--- config.mk ---
export PLATFORM = sky130hd
export DESIGN_NAME = ogru_mul
export DESIGN_NICKNAME = d
export VERILOG_FILES = /design/src/rtl/ogru_pkg.sv /design/src/rtl/ogru_mul.sv
export SDC_FILE = /design/constraint.sdc
export NUM_CORES = 1
export LEC_CHECK = 0
export ABC_AREA = 0
export BUFFER_PORTS_ARGS = -buffer_cell sky130_fd_sc_hd__buf_2
export CAP_MARGIN = 20
export CORE_MARGIN = 5
export CORE_UTILIZATION = 30
export DETAILED_ROUTE_END_ITERATION = 8
export GPL_TIMING_DRIVEN = 0
export SYNTH_ARGS = -nofsm -noshare
export SYNTH_HDL_FRONTEND = slang
export SYNTH_SLANG_ARGS = --single-unit
--- constraint.sdc ---
create_clock -name clk -period 10.7 [get_ports clk]
set_input_delay 1.07 -clock clk [delete_from_list [all_inputs] [get_ports clk]]
set_output_delay 1.07 -clock clk [all_outputs]
set_load 0.05 [all_outputs]
--- src/rtl/ogru_pkg.sv ---
`timescale 1ns / 1ps
`default_nettype none
// ---------------------------------------------------------------------------
// ogru_pkg: shared types and constants of the occupancy grid ray update core
// Holds the sequencer states, the multiplier request, the register indexes
// and the fixed-point constants of the beam trace.
// ---------------------------------------------------------------------------
package ogru_pkg;

    localparam int MAP_WIDTH_DEF  = 256;
    localparam int MAP_HEIGHT_DEF = 256;
    localparam int MAX_BEAMS_DEF  = 2048;
    localparam int TRIG_BITS_DEF  = 10;

    localparam int MUL_A_W = 27;
    localparam int MUL_B_W = 18;
    localparam int MUL_P_W = MUL_A_W + MUL_B_W;

    localparam logic [2:0] CFG_CELLS_PER_METRE = 3'd0;
    localparam logic [2:0] CFG_ORIGIN_X        = 3'd1;
    localparam logic [2:0] CFG_ORIGIN_Y        = 3'd2;
    localparam logic [2:0] CFG_ANGLE_START     = 3'd3;
    localparam logic [2:0] CFG_ANGLE_STEP      = 3'd4;
    localparam logic [2:0] CFG_OCC_INCREMENT   = 3'd5;
    localparam logic [2:0] CFG_FREE_DECREMENT  = 3'd6;

    localparam logic signed [8:0] OCC_MAX    = 9'sd100;
    localparam logic signed [8:0] OCC_MIN    = 9'sd0;
    localparam logic signed [8:0] UNKNOWN_AS = 9'sd50;
    localparam logic signed [7:0] CELL_UNKNOWN = -8'sd1;
    localparam logic [15:0] MIN_RANGE = 16'd52;
    localparam logic [15:0] RANGE_CLAMP = 16'd10240;

    localparam logic [14:0] SIN_C1  = 15'd1231;
    localparam logic [14:0] SIN_C2  = 15'd10583;
    localparam logic [14:0] SIN_C3  = 15'd25736;
    localparam logic [15:0] QUARTER = 16'h4000;

    typedef enum logic [4:0] {
        ST_CLEAR,
        ST_IDLE,
        ST_DISPATCH,
        ST_READ_ADDR,
        ST_READ_DATA,
        ST_ANGLE,
        ST_ANGLE_SUM,
        ST_SQ,
        ST_T1,
        ST_T2,
        ST_T3,
        ST_T4,
        ST_T5,
        ST_CELL_MUL,
        ST_CELL_RES,
        ST_CHECK,
        ST_WALK_RD,
        ST_WALK_WR,
        ST_FINISH
    } state_t;

    typedef struct packed {
        logic                      en;
        logic signed [MUL_A_W-1:0] a;
        logic signed [MUL_B_W-1:0] b;
    } mul_req_t;

    // Signed division by 2**k that truncates toward zero.
    function automatic logic signed [MUL_P_W-1:0] div_pow2_trunc(
        input logic signed [MUL_P_W-1:0] p,
        input int                        k
    );
        logic signed [MUL_P_W-1:0] bias;
        bias = p[MUL_P_W-1] ? MUL_P_W'((64'd1 << k) - 64'd1) : '0;
        return (p + bias) >>> k;
    endfunction

endpackage
`default_nettype wire

--- src/rtl/ogru_mul.sv ---
`timescale 1ns / 1ps
`default_nettype none
// ---------------------------------------------------------------------------
// ogru_mul: shared signed multiplier
// One signed multiply per request, with the product registered for the
// next step of the sequencer.
// ---------------------------------------------------------------------------
module ogru_mul
    import ogru_pkg::*;
(
    input  wire logic                      clk,
    input  wire mul_req_t                  req,
    output logic signed [MUL_P_W-1:0]      prod
);

    logic signed [MUL_P_W-1:0] prod_reg;

    always_ff @(posedge clk)
    begin
        if (req.en)
        begin
            prod_reg <= MUL_P_W'(req.a) * MUL_P_W'(req.b);
        end
    end

    assign prod = prod_reg;

endmodule
`default_nettype wire

==> results of run 1 <==
## logic make-up after synthesis
family,synth area share
flops,0.0731
xor+xnor,0.0190
simple gates,0.147
buf+inv,0.131
compound gates,0.0425
fa+ha+maj,0.587
## area by class of cell
class	instances	share of cell area
Multi-Input combinational cell	1312	0.736
Inverter	554	0.104
Sequential cell	45	0.0676
Tap cell	790	0.0494
Timing Repair Buffer	71	0.0185
Buffer	90	0.0169
Clock buffer	5	0.00626
Clock inverter	3	0.00144
Antenna cell	2	0.000250
## cells in the final DEF, fill, tap and decap left out, types with 4 or more instances in the layout
cell type and instances:
sky130_fd_sc_hd__inv_1 554, sky130_fd_sc_hd__fa_1 473, sky130_fd_sc_hd__nand2_1 294, sky130_fd_sc_hd__and2_1 188, sky130_fd_sc_hd__ha_1 111, sky130_fd_sc_hd__clkbuf_1 89, sky130_fd_sc_hd__buf_2 70, sky130_fd_sc_hd__edfxtp_1 45
sky130_fd_sc_hd__nor2_1 44, sky130_fd_sc_hd__a21oi_1 36, sky130_fd_sc_hd__xnor2_1 34, sky130_fd_sc_hd__o21ai_0 19, sky130_fd_sc_hd__nand2b_1 9, sky130_fd_sc_hd__a21o_1 9, sky130_fd_sc_hd__o21a_1 9, sky130_fd_sc_hd__nor3_1 8
sky130_fd_sc_hd__nand3_1 7, sky130_fd_sc_hd__o21bai_1 6, sky130_fd_sc_hd__xor2_1 6, sky130_fd_sc_hd__nand4_1 5, sky130_fd_sc_hd__o211ai_1 5, sky130_fd_sc_hd__a211oi_1 5, sky130_fd_sc_hd__clkbuf_16 5, sky130_fd_sc_hd__and3_1 4
## through the flow
stage	hold slack [ns]	utilization
after global placement	1.58	0.323
after floorplan	1.18	-
final	1.16	0.326
after CTS	1.25	0.326
after global routing	1.16	0.326
after detailed placement	1.60	0.323
## worst max-delay path, delay by kind of cell
family          cells  cell delay, ns
simple gates        3            0.52
xor+xnor            1            0.09
buf+inv             5            1.34
compound gates      5            2.24
fa+ha+maj           7            3.54
## routing by layer
metal  vias to the layer above  GRT usage
met4                         0     0.0339
li1                       5894          -
met2                       384      0.284
met5                         -          0
met1                      6900      0.205
met3                        68     0.0246
## worst max-delay path by stage
stage          cells past startpoint    from                 end
3_3_place_gp                      22  req[3]  prod[30]$_DFFE_PP_
6_report                          21  req[9]  prod[30]$_DFFE_PP_
3_5_place_dp                      24  req[0]  prod[30]$_DFFE_PP_
4_1_cts                           24  req[0]  prod[30]$_DFFE_PP_
2_1_floorplan                     24  req[5]  prod[43]$_DFFE_PP_
5_1_grt                           24  req[0]  prod[30]$_DFFE_PP_
==> load_flow_metrics.sql, run 1 <==
INSERT INTO impl_metrics (metric_group, metric, value, unit) VALUES
('route', 'routed_wl', '52600', 'µm'),
('floorplanning', 'chipWidth', '258', 'µm'),
('setup_path', 'critPathMaxFanout', '10', ''),
('synthesis', 'post_synth_main_area_contributors', 'sky130_fd_sc_hd__fa_1, sky130_fd_sc_hd__inv_1, sky130_fd_sc_hd__ha_1', ''),
('route', 'route.met2.wl', '26600', 'µm'),
('run_status', 'run_status', 'complete, no violations', ''),
('route', 'wirelength_met1', '21600', 'µm'),
('synthesis', 'syn-mean-instance-area', '9.24', 'µm²'),
('cts', 'cts_tree', 'done', ''),
('cts', 'postCtsResizedCells', '0', ''),
('synthesis', 'post_synth_most_frequent_cells', 'sky130_fd_sc_hd__inv_1, sky130_fd_sc_hd__fa_1, sky130_fd_sc_hd__nand2_1', ''),
('placed_design', 'place.gp.congestion', '0.920', ''),
('route', 'highest_signal_layer', 'met4', ''),
('synthesis', 'synth.most_common_cell', 'sky130_fd_sc_hd__inv_1', ''),
('timing', 'postLayoutSetupSlackWorst', '1.93', 'ns'),
('setup_path', 'critical_path.slowest_cell', 'sky130_fd_sc_hd__a221oi_1', ''),
('floorplanning', 'floorplan.die_area', '0.0667', 'mm²'),
('setup_path', 'setup.worst_path.end_class', 'register', ''),
('synthesis', 'synth_fp_nets', '2632', ''),
('final_layout', 'largest_register_ff_count', '45', ''),
('synthesis', 'synth_enable_flop_cells', '45', ''),
('timing', 'number_of_endpoints_failing_setup_at_the_final_stage', '0', ''),
('cts', 'tritoncts.num_buffers', '5', ''),
('setup_path', 'critical_path_class', 'primary input to register', ''),
('synthesis', 'synth_cells', '2001', ''),
('min_path', 'min_path_cells', '1', ''),
('synthesis', 'share_of_synthesized_area_occupied_by_flip_flops_and_latches', '0.0731', ''),
('placed_design', 'dpl.cell_count', '2861', ''),
('min_path', 'hold_start', 'req[45]', ''),
('final_layout', 'nFillCells', '6411', ''),
('timing', 'number_of_pins_with_negative_max_slew_slack_in_the_final_report', '0', ''),
('placed_design', 'postPlaceCellArea', '0.0198', 'mm²'),
('floorplanning', 'coreArea', '0.0614', 'mm²'),
('grt', 'total_grt_overflow', '0', ''),
('synthesis', 'ys_ff_latch', '45', ''),
('grt', 'grt_antenna_before_repair', '1', ''),
('final_layout', 'fin_cells', '2872', ''),
('final_layout', 'multi_input_comb_area', '0.0147', 'mm²'),
('final_layout', 'nets', '2710', ''),
('timing', 'final.min_clock_period', '8.77', 'ns'),
('timing', 'max_freq', '114', 'MHz'),
('route', 'post_drt_via_cell_ratio', '4.61', ''),
('timing', 'timing.max_slew.rel_slack', '0.334', ''),
('synthesis', 'cell_taking_the_most_area_after_synthesis', 'sky130_fd_sc_hd__fa_1', ''),
('flow_run', 'cap_violations', '0', ''),
('final_layout', 'final_design_area_no_fill', '0.0200', 'mm²'),
('setup_path', 'timing.critical_path.from_type', 'primary input', ''),
('cts', 'clockRootBuffer', 'sky130_fd_sc_hd__clkbuf_16', ''),
('floorplanning', 'initial_util', '0.301', ''),
('route', 'avgRoutedWirePerCell', '18.3', 'µm'),
('route', 'iteration_0_drc_markers', '757', ''),
('route', 'detail_route.first_pass.iterations', '5', ''),
('synthesis', 'synth-async-reset-ratio', '0', ''),
('timing', 'final.setup.tns', '0', 'ns'),
('final_layout', 'syn2layout_area_growth', '8.21', '%'),
('synthesis', 'synth_largest_type_area_fraction', '0.512', ''),
('placed_design', 'dp_slack', '1.59', 'ns'),
('cts', 'clk_pin_slew', '0.09', 'ns'),
('cts', 'hold_buffer_count_at_cts', '0', ''),
('setup_path', 'worstPathArrival', '8.83', 'ns'),
('min_path', 'hold_class', 'primary input to register', ''),
('cts', 'clk_path_buf_depth', '2', ''),
('route', 'number_of_vias_in_the_routed_layout', '13246', ''),
('timing', 'tightest_slew', '0.999', 'ns'),
('final_layout', 'drive_gt1_frac', '0.0423', ''),
('setup_path', 'cpMostUsedCell', 'sky130_fd_sc_hd__fa_1', ''),
('timing', 'portion_of_the_clock_cycle_consumed_by_the_worst_path_in_the_final_layout', '0.820', ''),
('cts', 'h-tree-depth', '2', ''),
('floorplanning', 'io_pins', '92', ''),
('timing', 'rsz0062_at_grt', 'false', ''),
('placed_design', 'portBuffers', '70', '');
Power of run 1 is not shown: default switching activity piles up to over one toggle a cycle in this logic, so the estimate is an artifact.
==> inputs of run 2 (changes only) <==
Clock period 10.7 ns to 7.2 ns, I/O delays scaled along.
==> run 2 against run 1 <==
Compared with the run above:
- hold slack got worse by 0.35 ns
- sequential cell count unchanged
- via count about the same
- routed wire length decreased by 0.75%
- non-clock buffer count decreased by 4
==> load_flow_metrics.sql, run 2 (synthesis results as in run 1) <==
INSERT INTO impl_metrics (metric_group, metric, value, unit) VALUES
('final_layout', 'drive_gt1_frac', '0.0853', ''),
('placed_design', 'post-dp-hpwl', '45500', 'µm'),
('placed_design', 'dp_slack', '-1.56', 'ns'),
('route', 'drcViolationCount', '0', ''),
('cts', 'tritoncts.num_buffers', '5', ''),
('cts', 'clock_sink_count', '45', ''),
('final_layout', 'largest_register_ff_count', '45', ''),
('route', 'detail_route.first_pass.iterations', '5', ''),
('setup_path', 'timing.critical_path.cells', 'buf_2, buf_2, nand2_1, fa_1, inv_1, fa_1, fa_1, fa_1, fa_1, inv_1, fa_1, inv_1, ha_1, a21oi_1, nand2_1, a211o_1, a21o_2, o21ai_2, a211oi_2, or4_1, nand4_1', ''),
('setup_path', 'critical_path_required', '7.37', 'ns'),
('route', 'number_of_vias_in_the_routed_layout', '13244', ''),
('final_layout', 'fin_cells', '2868', ''),
('timing', 'postLayoutSetupSlackWorst', '0.184', 'ns'),
('floorplanning', 'die_h', '258', 'µm'),
('setup_path', 'critical_path_class', 'primary input to register', ''),
('cts', 'h-tree-depth', '2', ''),
('cts', 'clk_path_buf_depth', '2', ''),
('setup_path', 'cpMostUsedCell', 'sky130_fd_sc_hd__fa_1', ''),
('grt', 'overall_global_routing_usage', '0.158', ''),
('route', 'iteration_0_drc_markers', '741', ''),
('floorplanning', 'io_pins', '92', ''),
('timing', 'number_of_pins_with_negative_max_slew_slack_in_the_final_report', '0', ''),
('final_layout', 'syn2layout_area_growth', '9.47', '%'),
('placed_design', 'portBuffers', '70', ''),
('flow_run', 'cap_violations', '0', ''),
('floorplanning', 'initial_util', '0.301', ''),
('final_layout', 'nets', '2706', ''),
('timing', 'portion_of_the_clock_cycle_consumed_by_the_worst_path_in_the_final_layout', '0.975', ''),
('grt', 'total_grt_overflow', '0', ''),
('grt', 'grt_antenna_before_repair', '1', ''),
('setup_path', 'timing.critical_path.from_type', 'primary input', ''),
('timing', 'number_of_endpoints_failing_setup_at_the_final_stage', '0', ''),
('run_status', 'run_status', 'complete, no violations', ''),
('setup_path', 'worst_path_max_stage_delay', '0.58', 'ns'),
('timing', 'timing.max_slew.rel_slack', '0.547', ''),
('cts', 'hold_buffer_count_at_cts', '0', ''),
('grt', 'grt_pass1_wl', '81200', 'µm'),
('cts', 'cts_tree', 'done', ''),
('setup_path', 'critical_path_buf_inv_count', '5', ''),
('timing', 'hold_viol', '0', ''),
('timing', 'final.min_clock_period', '7.02', 'ns'),
('grt', 'largest_net_degree_at_the_start_of_global_routing', '46', ''),
('floorplanning', 'row_count', '91', ''),
('timing', 'max_freq', '143', 'MHz'),
('floorplanning', 'coreArea', '0.0614', 'mm²'),
('min_path', 'hold_class', 'primary input to register', ''),
('route', 'drt.antenna.violating_nets', '0', ''),
('placed_design', 'dpl.cell_count', '2861', ''),
('setup_path', 'critPathMaxFanout', '10', ''),
('final_layout', 'layout_commonest_cell', 'sky130_fd_sc_hd__inv_1', ''),
('placed_design', 'place.gp.congestion', '0.920', ''),
('setup_path', 'timing.critical_path.max_delay_family', 'adder cells', ''),
('route', 'routed_wl', '52300', 'µm'),
('timing', 'tightest_slew', '0.672', 'ns'),
('cts', 'clk_pin_slew', '0.09', 'ns'),
('floorplanning', 'chipWidth', '258', 'µm'),
('route', 'post_drt_via_cell_ratio', '4.62', ''),
('grt', 'number_of_global_route_vias_before_repair', '14457', ''),
('setup_path', 'worstPathArrival', '7.19', 'ns'),
('cts', 'clockRootBuffer', 'sky130_fd_sc_hd__clkbuf_16', ''),
('min_path', 'hold-path-endpoint', 'prod[12]$_DFFE_PP_', ''),
('route', 'avgRoutedWirePerCell', '18.2', 'µm'),
('setup_path', 'setup.worst_path.end_class', 'register', ''),
('min_path', 'hold_start', 'req[45]', ''),
('floorplanning', 'floorplan.die_area', '0.0667', 'mm²'),
('min_path', 'min_path_cells', '1', ''),
('setup_path', 'critical_path.slowest_cell', 'sky130_fd_sc_hd__fa_1', ''),
('final_layout', 'layout_common_cells', 'sky130_fd_sc_hd__inv_1, sky130_fd_sc_hd__fa_1, sky130_fd_sc_hd__nand2_1', '');
run 2: changes by cell type in the layout (fill, tap and decap cells not counted), sizes merged:
cell,before,now
buf,72,90
clkbuf,94,72
run 2: repair_timing:
item                       in CTS  in global routing
pin swaps                       1                  2
cloned                          0                  0
buffers inserted                0                  1
hold endpoints to repair        0                  0
resized for setup              87                 82
setup endpoints to repair      24                 14
run 2: area by class of cell:
class | instances | area [µm²]
fillers | 6381 | 41100
multi-input cells | 1312 | 14800
inverters | 554 | 2080
flip-flops and latches | 45 | 1350
well taps | 790 | 988
plain buffers | 85 | 492
repair buffers | 72 | 378
clock buffers | 5 | 125
clock inverters | 3 | 28.8
diodes | 2 | 5.00
run 2: worst max path at each step:
stage / depth (start not counted) / from / slack, ns / to
floorplan: 24 / req[5] / 0.59 / prod[43]$_DFFE_PP_
global placement: 22 / req[3] / -1.51 / prod[30]$_DFFE_PP_
detailed placement: 24 / req[0] / -1.56 / prod[30]$_DFFE_PP_
CTS: 23 / req[3] / 0.006 / prod[44]$_DFFE_PP_
global route: 24 / req[34] / -0.05 / prod[44]$_DFFE_PP_
finish: 21 / req[31] / 0.18 / prod[35]$_DFFE_PP_
run 2: routing by layer:
metal,part of all wire,GRT usage
met5,0,0
met4,0.029,0.0388
met3,0.065,0.0273
met2,0.50,0.279
met1,0.40,0.202
run 2: stage by stage:
step	instance area (µm²)	hold slack (ns)	util	TNS, ns
after detailed placement	19800	1.25	0.323	-23.98
after floorplan	18500	0.832	-	0
after global placement	19800	1.23	0.323	-22.20
after global routing	20200	0.814	0.330	-0.0616
final	20200	0.811	0.330	0
after CTS	20100	0.895	0.328	0
Power of run 2 is left out for the same reason.
